===== config.mk =====
export PLATFORM = sky130hd
export DESIGN_NAME = keyboard_packet_filter_fifo
export DESIGN_NICKNAME = d
export VERILOG_FILES = /design/src/design/kpf_pkg.sv /design/src/design/kpf_ram.sv /design/src/design/kpf_front.sv /design/src/design/kpf_queue.sv /design/src/design/kpf_exec.sv /design/src/design/keyboard_packet_filter_fifo.sv
export SDC_FILE = /design/constraint.sdc
export NUM_CORES = 2
export LEC_CHECK = 0
export BUFFER_PORTS_ARGS = -buffer_cell sky130_fd_sc_hd__buf_2
export CELL_PAD_IN_SITES_DETAIL_PLACEMENT = 0
export CELL_PAD_IN_SITES_GLOBAL_PLACEMENT = 2
export CORE_ASPECT_RATIO = 1.5
export CORE_MARGIN = 8
export CORE_UTILIZATION = 50
export DETAILED_ROUTE_END_ITERATION = 10
export PLACE_DENSITY = 0.83
export SLEW_MARGIN = 0
export SYNTH_ARGS = -nofsm -noshare
export SYNTH_HDL_FRONTEND = slang
export SYNTH_SLANG_ARGS = --single-unit

===== constraint.sdc =====
create_clock -name clk -period 4.7 [get_ports clk]
set_input_delay 0.705 -clock clk [delete_from_list [all_inputs] [get_ports clk]]
set_output_delay 0.705 -clock clk [all_outputs]
set_load 0.005 [all_outputs]

===== src/design/kpf_pkg.sv =====
// ----------------------------------------------------------------------------
// Keyboard packet filter package
// Shared types and constants for the keyboard packet filter and key queue.
// ----------------------------------------------------------------------------
`default_nettype none

package kpf_pkg;

    localparam int KEY_DEPTH     = 256;
    localparam int BYTE_W        = 8;
    localparam int BREAK_BIT     = 7;
    localparam int CMDQ_DEPTH    = 2;
    localparam logic [BYTE_W-1:0] THRESH_RESET = 8'd248;
    localparam logic [BYTE_W-1:0] ZERO_BYTE    = 8'd0;

    typedef enum logic [1:0] {
        PH_IDLE = 2'd0,
        PH_DX   = 2'd1,
        PH_DY   = 2'd2
    } phase_t;

    typedef enum logic [1:0] {
        OP_NOP  = 2'd0,
        OP_PUSH = 2'd1,
        OP_READ = 2'd2
    } op_t;

    typedef struct packed {
        op_t               op;
        logic [BYTE_W-1:0] data;
    } cmd_t;

endpackage

`default_nettype wire


===== src/design/kpf_ram.sv =====
// ----------------------------------------------------------------------------
// Generic RAM
// One write port and one read port with a registered read.
// ----------------------------------------------------------------------------
`default_nettype none

module kpf_ram #(
    parameter int WIDTH = 8,
    parameter int DEPTH = 256
) (
    input  wire logic                     clk,
    input  wire logic                     we,
    input  wire logic [$clog2(DEPTH)-1:0] waddr,
    input  wire logic [WIDTH-1:0]         wdata,
    input  wire logic                     re,
    input  wire logic [$clog2(DEPTH)-1:0] raddr,
    output logic      [WIDTH-1:0]         rdata
);

    logic [WIDTH-1:0] mem [DEPTH];
    logic [WIDTH-1:0] rdata_reg;

    always_ff @(posedge clk)
    begin
        if (we)
        begin
            mem[waddr] <= wdata;
        end
        if (re)
        begin
            rdata_reg <= mem[raddr];
        end
    end

    assign rdata = rdata_reg;

endmodule

`default_nettype wire


===== src/design/kpf_front.sv =====
// ----------------------------------------------------------------------------
// Keyboard packet filter front end
// Tracks the mouse packet phase and turns each transfer into a queue command.
// ----------------------------------------------------------------------------
`default_nettype none

module kpf_front (
    input  wire logic                       clk,
    input  wire logic                       rst_n,
    input  wire logic                       cfg_we,
    input  wire logic [kpf_pkg::BYTE_W-1:0] cfg_wdata,
    input  wire logic                       accept,
    input  wire logic                       action,
    input  wire logic [kpf_pkg::BYTE_W-1:0] rx_byte,
    output kpf_pkg::cmd_t                   cmd
);

    kpf_pkg::phase_t              phase_reg, phase_next;
    logic [kpf_pkg::BYTE_W-1:0]   thresh_reg;

    always_ff @(posedge clk or negedge rst_n)
    begin
        if (!rst_n)
        begin
            phase_reg  <= kpf_pkg::PH_IDLE;
            thresh_reg <= kpf_pkg::THRESH_RESET;
        end
        else
        begin
            phase_reg <= phase_next;
            if (cfg_we)
            begin
                thresh_reg <= cfg_wdata;
            end
        end
    end

    always_comb
    begin
        phase_next = phase_reg;
        if (accept && !action && rx_byte != kpf_pkg::ZERO_BYTE)
        begin
            unique case (phase_reg)
                kpf_pkg::PH_IDLE:
                begin
                    if (rx_byte >= thresh_reg)
                    begin
                        phase_next = kpf_pkg::PH_DX;
                    end
                end
                kpf_pkg::PH_DX: phase_next = kpf_pkg::PH_DY;
                default:        phase_next = kpf_pkg::PH_IDLE;
            endcase
        end
    end

    always_comb
    begin
        cmd.op   = kpf_pkg::OP_NOP;
        cmd.data = rx_byte;
        if (action)
        begin
            cmd.op = kpf_pkg::OP_READ;
        end
        else if (phase_reg == kpf_pkg::PH_IDLE && rx_byte != kpf_pkg::ZERO_BYTE
                 && rx_byte < thresh_reg && !rx_byte[kpf_pkg::BREAK_BIT])
        begin
            cmd.op = kpf_pkg::OP_PUSH;
        end
    end

endmodule

`default_nettype wire


===== src/design/kpf_queue.sv =====
// ----------------------------------------------------------------------------
// Command queue
// Short queue that decouples the front end from the key buffer back end.
// ----------------------------------------------------------------------------
`default_nettype none

module kpf_queue (
    input  wire logic          clk,
    input  wire logic          rst_n,
    input  wire logic          push,
    input  wire kpf_pkg::cmd_t push_cmd,
    input  wire logic          pop,
    output logic               full,
    output logic               not_empty,
    output kpf_pkg::cmd_t      head_cmd
);

    localparam int IW = $clog2(kpf_pkg::CMDQ_DEPTH);
    localparam int CW = $clog2(kpf_pkg::CMDQ_DEPTH + 1);

    kpf_pkg::cmd_t  entry_reg [kpf_pkg::CMDQ_DEPTH];
    logic [IW-1:0]  wr_idx_reg, wr_idx_next;
    logic [IW-1:0]  rd_idx_reg, rd_idx_next;
    logic [CW-1:0]  count_reg, count_next;
    logic           do_push, do_pop;

    assign full      = (count_reg == CW'(kpf_pkg::CMDQ_DEPTH));
    assign not_empty = (count_reg != '0);
    assign do_push   = push && !full;
    assign do_pop    = pop && not_empty;
    assign head_cmd  = entry_reg[rd_idx_reg];

    always_comb
    begin
        wr_idx_next = wr_idx_reg;
        rd_idx_next = rd_idx_reg;
        count_next  = count_reg;
        if (do_push)
        begin
            wr_idx_next = (wr_idx_reg == IW'(kpf_pkg::CMDQ_DEPTH - 1)) ? '0 : wr_idx_reg + 1'b1;
        end
        if (do_pop)
        begin
            rd_idx_next = (rd_idx_reg == IW'(kpf_pkg::CMDQ_DEPTH - 1)) ? '0 : rd_idx_reg + 1'b1;
        end
        if (do_push && !do_pop)
        begin
            count_next = count_reg + 1'b1;
        end
        else if (do_pop && !do_push)
        begin
            count_next = count_reg - 1'b1;
        end
    end

    always_ff @(posedge clk or negedge rst_n)
    begin
        if (!rst_n)
        begin
            wr_idx_reg <= '0;
            rd_idx_reg <= '0;
            count_reg  <= '0;
        end
        else
        begin
            wr_idx_reg <= wr_idx_next;
            rd_idx_reg <= rd_idx_next;
            count_reg  <= count_next;
        end
    end

    always_ff @(posedge clk)
    begin
        if (do_push)
        begin
            entry_reg[wr_idx_reg] <= push_cmd;
        end
    end

endmodule

`default_nettype wire


===== src/design/kpf_exec.sv =====
// ----------------------------------------------------------------------------
// Key buffer back end
// Executes queued commands against the key ring buffer and forms results.
// ----------------------------------------------------------------------------
`default_nettype none

module kpf_exec #(
    parameter int DEPTH = kpf_pkg::KEY_DEPTH
) (
    input  wire logic                       clk,
    input  wire logic                       rst_n,
    input  wire logic                       cmd_avail,
    input  wire kpf_pkg::cmd_t              cmd,
    output logic                            cmd_pop,
    output logic                            done,
    output logic                            key_waiting,
    output logic [kpf_pkg::BYTE_W-1:0]      key_code,
    output logic                            key_valid,
    output logic                            read_empty,
    output logic                            overflow
);

    localparam int PW = $clog2(DEPTH);
    localparam int CW = $clog2(DEPTH + 1);

    logic [PW-1:0] rd_ptr_reg, rd_ptr_next;
    logic [PW-1:0] wr_ptr_reg, wr_ptr_next;
    logic [CW-1:0] count_reg, count_next;
    logic          done_reg, waiting_reg, valid_reg, empty_reg, ovf_reg;
    logic          valid_next, empty_next, ovf_next;
    logic          mem_we, mem_re;
    logic [kpf_pkg::BYTE_W-1:0] mem_rdata;

    assign cmd_pop = cmd_avail;

    always_comb
    begin
        rd_ptr_next = rd_ptr_reg;
        wr_ptr_next = wr_ptr_reg;
        count_next  = count_reg;
        valid_next  = 1'b0;
        empty_next  = 1'b0;
        ovf_next    = 1'b0;
        mem_we      = 1'b0;
        mem_re      = 1'b0;
        if (cmd_avail)
        begin
            unique case (cmd.op)
                kpf_pkg::OP_PUSH:
                begin
                    if (count_reg == CW'(DEPTH))
                    begin
                        ovf_next = 1'b1;
                    end
                    else
                    begin
                        mem_we      = 1'b1;
                        wr_ptr_next = (wr_ptr_reg == PW'(DEPTH - 1)) ? '0 : wr_ptr_reg + 1'b1;
                        count_next  = count_reg + 1'b1;
                    end
                end
                kpf_pkg::OP_READ:
                begin
                    if (count_reg == '0)
                    begin
                        empty_next = 1'b1;
                    end
                    else
                    begin
                        mem_re      = 1'b1;
                        valid_next  = 1'b1;
                        rd_ptr_next = (rd_ptr_reg == PW'(DEPTH - 1)) ? '0 : rd_ptr_reg + 1'b1;
                        count_next  = count_reg - 1'b1;
                    end
                end
                default:
                begin
                end
            endcase
        end
    end

    always_ff @(posedge clk or negedge rst_n)
    begin
        if (!rst_n)
        begin
            rd_ptr_reg  <= '0;
            wr_ptr_reg  <= '0;
            count_reg   <= '0;
            done_reg    <= 1'b0;
            waiting_reg <= 1'b0;
            valid_reg   <= 1'b0;
            empty_reg   <= 1'b0;
            ovf_reg     <= 1'b0;
        end
        else
        begin
            rd_ptr_reg  <= rd_ptr_next;
            wr_ptr_reg  <= wr_ptr_next;
            count_reg   <= count_next;
            done_reg    <= cmd_avail;
            waiting_reg <= (count_next != '0);
            valid_reg   <= valid_next;
            empty_reg   <= empty_next;
            ovf_reg     <= ovf_next;
        end
    end

    kpf_ram #(
        .WIDTH (kpf_pkg::BYTE_W),
        .DEPTH (DEPTH)
    ) u_key_ram (
        .clk   (clk),
        .we    (mem_we),
        .waddr (wr_ptr_reg),
        .wdata (cmd.data),
        .re    (mem_re),
        .raddr (rd_ptr_reg),
        .rdata (mem_rdata)
    );

    assign done        = done_reg;
    assign key_waiting = waiting_reg;
    assign key_valid   = valid_reg;
    assign read_empty  = empty_reg;
    assign overflow    = ovf_reg;
    assign key_code    = valid_reg ? mem_rdata : kpf_pkg::ZERO_BYTE;

endmodule

`default_nettype wire


===== src/design/keyboard_packet_filter_fifo.sv =====
// ----------------------------------------------------------------------------
// Keyboard packet filter with key FIFO
// Filters controller bytes, skips mouse packets and buffers make codes.
// ----------------------------------------------------------------------------
// An accepted transfer is queued, then its registered result strobes on done.
// Throughput: one transfer per cycle unless busy; the back end retires one
// queued command per cycle with a single key RAM access.
// Reset clears the packet phase, pointers and fill count; the threshold
// returns to 248. Results cannot be stalled by the receiver.
`default_nettype none

module keyboard_packet_filter_fifo #(
    parameter int DEPTH = kpf_pkg::KEY_DEPTH
) (
    input  wire logic                       clk,
    input  wire logic                       rst_n,
    input  wire logic                       cfg_we,
    input  wire logic [kpf_pkg::BYTE_W-1:0] cfg_wdata,
    input  wire logic                       start,
    output logic                            busy,
    input  wire logic                       action,
    input  wire logic [kpf_pkg::BYTE_W-1:0] rx_byte,
    output logic                            done,
    output logic                            key_waiting,
    output logic [kpf_pkg::BYTE_W-1:0]      key_code,
    output logic                            key_valid,
    output logic                            read_empty,
    output logic                            overflow
);

    kpf_pkg::cmd_t front_cmd, head_cmd;
    logic          accept, q_full, q_avail, q_pop;

    assign busy   = q_full;
    assign accept = start && !q_full;

    kpf_front u_front (
        .clk       (clk),
        .rst_n     (rst_n),
        .cfg_we    (cfg_we),
        .cfg_wdata (cfg_wdata),
        .accept    (accept),
        .action    (action),
        .rx_byte   (rx_byte),
        .cmd       (front_cmd)
    );

    kpf_queue u_queue (
        .clk       (clk),
        .rst_n     (rst_n),
        .push      (accept),
        .push_cmd  (front_cmd),
        .pop       (q_pop),
        .full      (q_full),
        .not_empty (q_avail),
        .head_cmd  (head_cmd)
    );

    kpf_exec #(
        .DEPTH (DEPTH)
    ) u_exec (
        .clk         (clk),
        .rst_n       (rst_n),
        .cmd_avail   (q_avail),
        .cmd         (head_cmd),
        .cmd_pop     (q_pop),
        .done        (done),
        .key_waiting (key_waiting),
        .key_code    (key_code),
        .key_valid   (key_valid),
        .read_empty  (read_empty),
        .overflow    (overflow)
    );

endmodule

`default_nettype wire


# ---- Word level (Yosys, flattened, before mapping)
# Memories as Yosys holds them, arrays and structs flattened. A register that Yosys moved wholly into a read port is not among the register bits.
# Cells that the tools add are included.
# W data, S select, Z words.
dict set report word_totals {
  ram_bits 2068
  out_inout_bits 14
  register_bits 44
  memories 2
}
# memory depth width rd rd_ports_with_merged_regs wr line_no
set memory_table {}
lappend memory_table {u_exec.u_key_ram.mem 256 8 1 1 1 kpf_ram.sv:20} ;# logic [WIDTH-1:0] mem [DEPTH];
lappend memory_table {u_queue.entry_reg 2 10 1 0 1 kpf_queue.sv:21} ;# kpf_pkg::cmd_t entry_reg [kpf_pkg::CMDQ_DEPTH];
dict set report op_classes {
  bitwise 2
  reduce_logical 23
  n_eq_ne 8
  n_mux 31
  magnitude_cmp 2
  addsub 8
}
# cell n
set op_table {}
lappend op_table {{$mux W9} 3}
lappend op_table {{$mux W8} 3}
lappend op_table {{$mux W1} 19}
lappend op_table {{$pmux W9 S2} 1}
lappend op_table {{$add A8 B1 Y8 const B} 2}
lappend op_table {{$eq A8 B8 Y1 const B} 2}
lappend op_table {{$add A9 B1 Y9 const B} 1}
lappend op_table {{$eq A9 B9 Y1 const B} 1}
lappend op_table {{$logic_and A1 B1 Y1} 9}
lappend op_table {{$logic_not A9 Y1} 1}
lappend op_table {{$reduce_bool A9 Y1} 1}
lappend op_table {{$sub A9 B1 Y9 const B} 1}
lappend op_table {{$ge A8 B8 Y1} 1}
lappend op_table {{$lt A8 B8 Y1} 1}
lappend op_table {{$mux W2} 4}
lappend op_table {{$reduce_bool A8 Y1} 1}
lappend op_table {{$reduce_and A3 Y1} 2}
lappend op_table {{$logic_not A1 Y1} 5}
lappend op_table {{$eq A2 B1 Y1 const B} 2}
lappend op_table {{$eq A2 B2 Y1 const B} 2}
lappend op_table {{$pmux W2 S2} 1}
lappend op_table {{$reduce_bool A2 Y1} 2}
lappend op_table {{$add A1 B1 Y1 const B} 2}
lappend op_table {{$add A2 B1 Y2 const B} 1}
lappend op_table {{other kinds (5)} 6}

# ---- Longest topological paths before layout
dict set report depth {
  depth_word 8
  mapped_depth 12
  ltp_nobuf 9
}

# ---- By module
# From an unflattened synthesis, not the netlist that was laid out.
dict set report unflattened {
  cells_unflattened 4074
  area_unflattened_um2 83252.3
}
# module cells_per_inst instances seq_area_each_um2 area_per_inst_um2
set modules_own_cells {}
lappend modules_own_cells {kpf_ram 3733 1 61739.2 79636.4}
lappend modules_own_cells {kpf_exec 212 1 750.7 1904.3}
lappend modules_own_cells {kpf_queue 50 1 700.7 968.4}
lappend modules_own_cells {kpf_front 78 1 256.5 729.4}
lappend modules_own_cells {keyboard_packet_filter_fifo 1 1 0.0 13.8}

# ---- Worst setup path after synthesis
# OpenSTA, ideal clock, no wires.
dict set report synth_timing {
  kind {reg2reg}
  start {reg u_queue.rd_idx_reg}
  end {mem u_exec.u_key_ram.mem[102][0], enable pin}
  arrival_time_ns 2.931
  path_slack_ns 1.399
  t_required_ns 4.330
  setup_time_ns 0.370
  period_less_slack_ns 3.301
  stages_incl_launch_ff 11
  n_path_buf 4
  cell_sequence {dfrtp_1 -> clkbuf_1 -> mux2i_1 -> ha_1 -> clkbuf_1 -> nand3_1 -> clkbuf_1 -> nor3b_1 -> nand2_1 -> clkbuf_1 -> nor2_1}
}
dict set report synth_between {
  elab_chain_cells 6
}
# item line_no
set synth_rtl {}
lappend synth_rtl {{from (decl)} kpf_queue.sv:23} ;# logic [IW-1:0] rd_idx_reg, rd_idx_next;
lappend synth_rtl {{from (signal assigned)} kpf_queue.sv:67} ;# rd_idx_reg <= rd_idx_next;
lappend synth_rtl {{$mem_v2 Z2 W10} n/a}
lappend synth_rtl {{$eq A2 B1 Y1} kpf_exec.sv:48} ;# unique case (cmd.op)
lappend synth_rtl {{$mux W1} kpf_exec.sv:48}
lappend synth_rtl {{$mux W1} kpf_exec.sv:46} ;# if (cmd_avail)
lappend synth_rtl {{$mux W1} kpf_ram.sv:25} ;# if (we)
lappend synth_rtl {{$mux W1 (implied by the code)} kpf_ram.sv:27} ;# mem[waddr] <= wdata;
lappend synth_rtl {{to (decl)} kpf_ram.sv:20}
# No other way between the ends.

==> flow_summary.yaml <==
clock_tree:
  cts_root_buffer: "clkbuf_16"
  htree_levels: 4
  cts_sinks: 2120
  cts_tree: "yes"
  hold_buffers: 1
  cts_buffer_depth: 3
  post_cts_buffers: 0
  clk_latency_ns: 0.83
  clkTransAtPathRegs_ns: 0.07
  cts_resized: 0
  cts_buffers: 184
grt:
  grt_pass1_wl_mm: 319
  grt.total_usage_pct: 25.0
  gr-total-overflow: 0
  grt_max_degree: 151
  antenna_found_initial: 8
  grt_pass1_vias: 43200
route:
  viasPerCell: 6.37
  via_count: 42500
  wl_mm: 225
  postRouteAntennaNets: 0
  drc: 0
  avgRoutedWirePerCell_um: 33.8
  first_pass_iters: 5
  drt_iter0_markers: 5294
flow_run:
  maxCapViolCount: 0
floorplanning:
  die_w_um: 348
  dieArea_sq_um: 179000
  io_pins: 35
  num_rows: 183
  die_h_um: 514
  core_sq_um: 165000
  start_util_pct: 50.1
sta:
  setup-tns-final_ns: 0
  fin_ws_ns: 0.405
  setup_viol: 0
  tightest_slew_ns: 1.39
  min_period_ns: 4.29
  finalHoldViolCount: 0
  max_freq_mhz: 233
  slew_violations: 0
  rsz0062_at_grt: "no"
  maxSlewHeadroom_pct: 6.71
  period_share_pct: 91.4
  finalClockSkew_ns: 0.0344
power:
  powerDensity_nw_per_um2: 610
  p_leak_nw: 29.2
  power_mw: 57.0
  ir_drop_mv: 0.449
min_path:
  hold_path_end: "u_front.thresh_reg[1]$_DFFE_PN0P_"
  hp-start: "cfg_wdata[1]"
  whs_path_depth: 3
  hold_class: "in2reg"
yosys:
  synthDistinctLibCells: 72
  synthFlopType: "edfxtp_1"
  synth_nets: 4088
  synth_top_area_share_pct: 75.3
  synth_area_leaders: "edfxtp_1 (75%), mux4_2 (13%), mux2i_1 (1.7%)"
  syn-instance-count: 4049
  ys_warn_count: 0
  avgSynthCellArea_sq_um: 20.4
  ys_seq_area_share_pct: 76.6
  synth_top_cell_by_area: "edfxtp_1"
  ys_seq_elements: 2120
  synth_area_sq_um: 82800
  synth_edf_count: 2076
  synthArstFlopShare_pct: 2.08
critical_path:
  setup.worst_path.class: "reg2reg"
  rr_endpoint: "u_exec.u_key_ram.rdata[4]$_DFFE_PP_"
  ff2ff_path_depth: 8
  critPathMaxFanout: 38
  crit_arrival_ns: 4.86
  critPathLaunchType: "register"
  ff2ff_setup_slack_ns: 0.41
  crit_required_ns: 5.26
  r2r_start: "u_exec.rd_ptr_reg[0]$_DFFE_PN0P_"
  end_kind: "register"
place:
  dp_worst_setup_slack_ns: 0.492
  placed_area_sq_um: 87100
  port-buffer-count: 34
  dp.cells: 6318
  routabilityCongestion: 0.898
  dp_hpwl_mm: 145
layout:
  fin_cells: 6662
  n_fill_cell: 12200
  final_area_sq_um: 93400
  synthToLayoutAreaGrowth_pct: 12.8
  drive_above_1_share_pct: 24.6
  largest_register_ffs: 2048
  nets: 4324
run_status:
  outcome: "completed"
cells by family (layout without fill, tap and decap cells):
logic type	count (synthesis)	count (layout)	synth area share, %
other	0	1	0
AND/OR/NAND/NOR	587	587	3.06
adder cells (fa/ha/maj)	18	18	0.272
AO/OA/AOI/OAI	389	389	3.34
multiplexers	646	646	15.1
flip-flops	2120	2120	76.6
buffers and inverters	278	670	1.46
XOR/XNOR	11	11	0.116
cells in the mapped netlist, drive strengths merged, types with 10 or more instances:
master / n
nor4: 10
o22ai: 27
nand2: 116
nand3: 35
mux2: 28
a21oi: 59
mux4: 481
edfxtp: 2076
ha: 18
o21ai: 57
nor2: 322
a211oi: 26
and2: 19
mux2i: 137
nand4: 12
a22oi: 81
inv: 30
clkbuf: 139
buf: 104
nor2b: 17
o221ai: 21
nor3: 19
a221oi: 29
a22o: 11
dfrtp: 39
worst max-delay path, cell delays in order, from the launching register on:
cell and delay (ns):
dfrtp_4 1.21, buf_12 0.28, buf_4 0.21, mux4_2 0.54
a22o_1 0.23, a221oi_1 0.76, o22ai_1 0.36, nor3_1 0.29
a211oi_1 0.08
area by class of cell:
cell class | count | area [sq um] | share of cell area, %
Sequential cell | 2120 | 63500 | 68.0
Multi-Input combinational cell | 1651 | 18300 | 19.6
Clock buffer | 228 | 4910 | 5.26
Tap cell | 2220 | 2780 | 2.98
Timing Repair Buffer | 293 | 2440 | 2.62
Clock inverter | 114 | 1320 | 1.41
Inverter | 35 | 136 | 0.146
Antenna cell | 1 | 2.50 | 0.00268
metal layers:
metal  GRT usage, %  up-vias  wire [um]
li1               -    17200          -
met1           30.7    22500      79900
met5              0        -         42
met3           4.15      531      17600
met4           13.5        6      14200
met2           42.5     2248     114000
cells in the final DEF (no fill, tap or decap), types with 18 or more instances in the layout:
cell type,count
o21ai_0,49
clkinv_1,53
clkbuf_1,36
inv_1,29
mux2i_1,137
edfxtp_1,2076
clkbuf_16,189
and2_1,18
mux4_2,481
buf_4,232
a221oi_1,29
clkinv_2,22
o221ai_1,21
ha_1,18
a22oi_1,81
nor2_1,319
a211oi_1,26
buf_2,34
nand3_1,35
bufinv_16,29
mux2_2,19
dfrtp_1,33
a21oi_1,59
nand2_1,113
nor3_1,19
buf_12,26
o22ai_1,27
metrics by stage:
step	hold slack [ns]	utilization [%]
finish	0.122	56.6
detailed placement	0.498	52.8
floorplan	0.409	-
global placement	0.488	52.8
CTS	0.0711	56.5
global route	0.0921	56.6
where the power goes:
part	total [mW]	internal, mW	switching, mW
Combinational	17.2	6.41	10.8
Clock	15.8	9.01	6.76
Sequential	24.0	23.4	0.608
Total	57.0	38.8	18.2
worst max-delay path by stage:
| stage | end | slack [ns] | depth (start not counted) | startpoint |
|---|---|---|---|---|
| after detailed placement | u_exec.u_key_ram.rdata[6]$_DFFE_PP_ | 0.49 | 7 | u_exec.rd_ptr_reg[0]$_DFFE_PN0P_ |
| after floorplan | u_exec.u_key_ram.mem[102][0]$_DFFE_PP_ | 1.40 | 10 | u_queue.rd_idx_reg$_DFFE_PN0N_ |
| final | u_exec.u_key_ram.rdata[4]$_DFFE_PP_ | 0.41 | 8 | u_exec.rd_ptr_reg[0]$_DFFE_PN0P_ |
| after global placement | u_exec.u_key_ram.rdata[6]$_DFFE_PP_ | 0.45 | 7 | u_exec.rd_ptr_reg[0]$_DFFE_PN0P_ |
| after global routing | u_exec.u_key_ram.rdata[4]$_DFFE_PP_ | 0.38 | 8 | u_exec.rd_ptr_reg[0]$_DFFE_PN0P_ |
| after CTS | u_exec.u_key_ram.rdata[6]$_DFFE_PP_ | 0.45 | 7 | u_exec.rd_ptr_reg[0]$_DFFE_PN0P_ |
No activity file was read; power rests on OpenSTA's default activity.
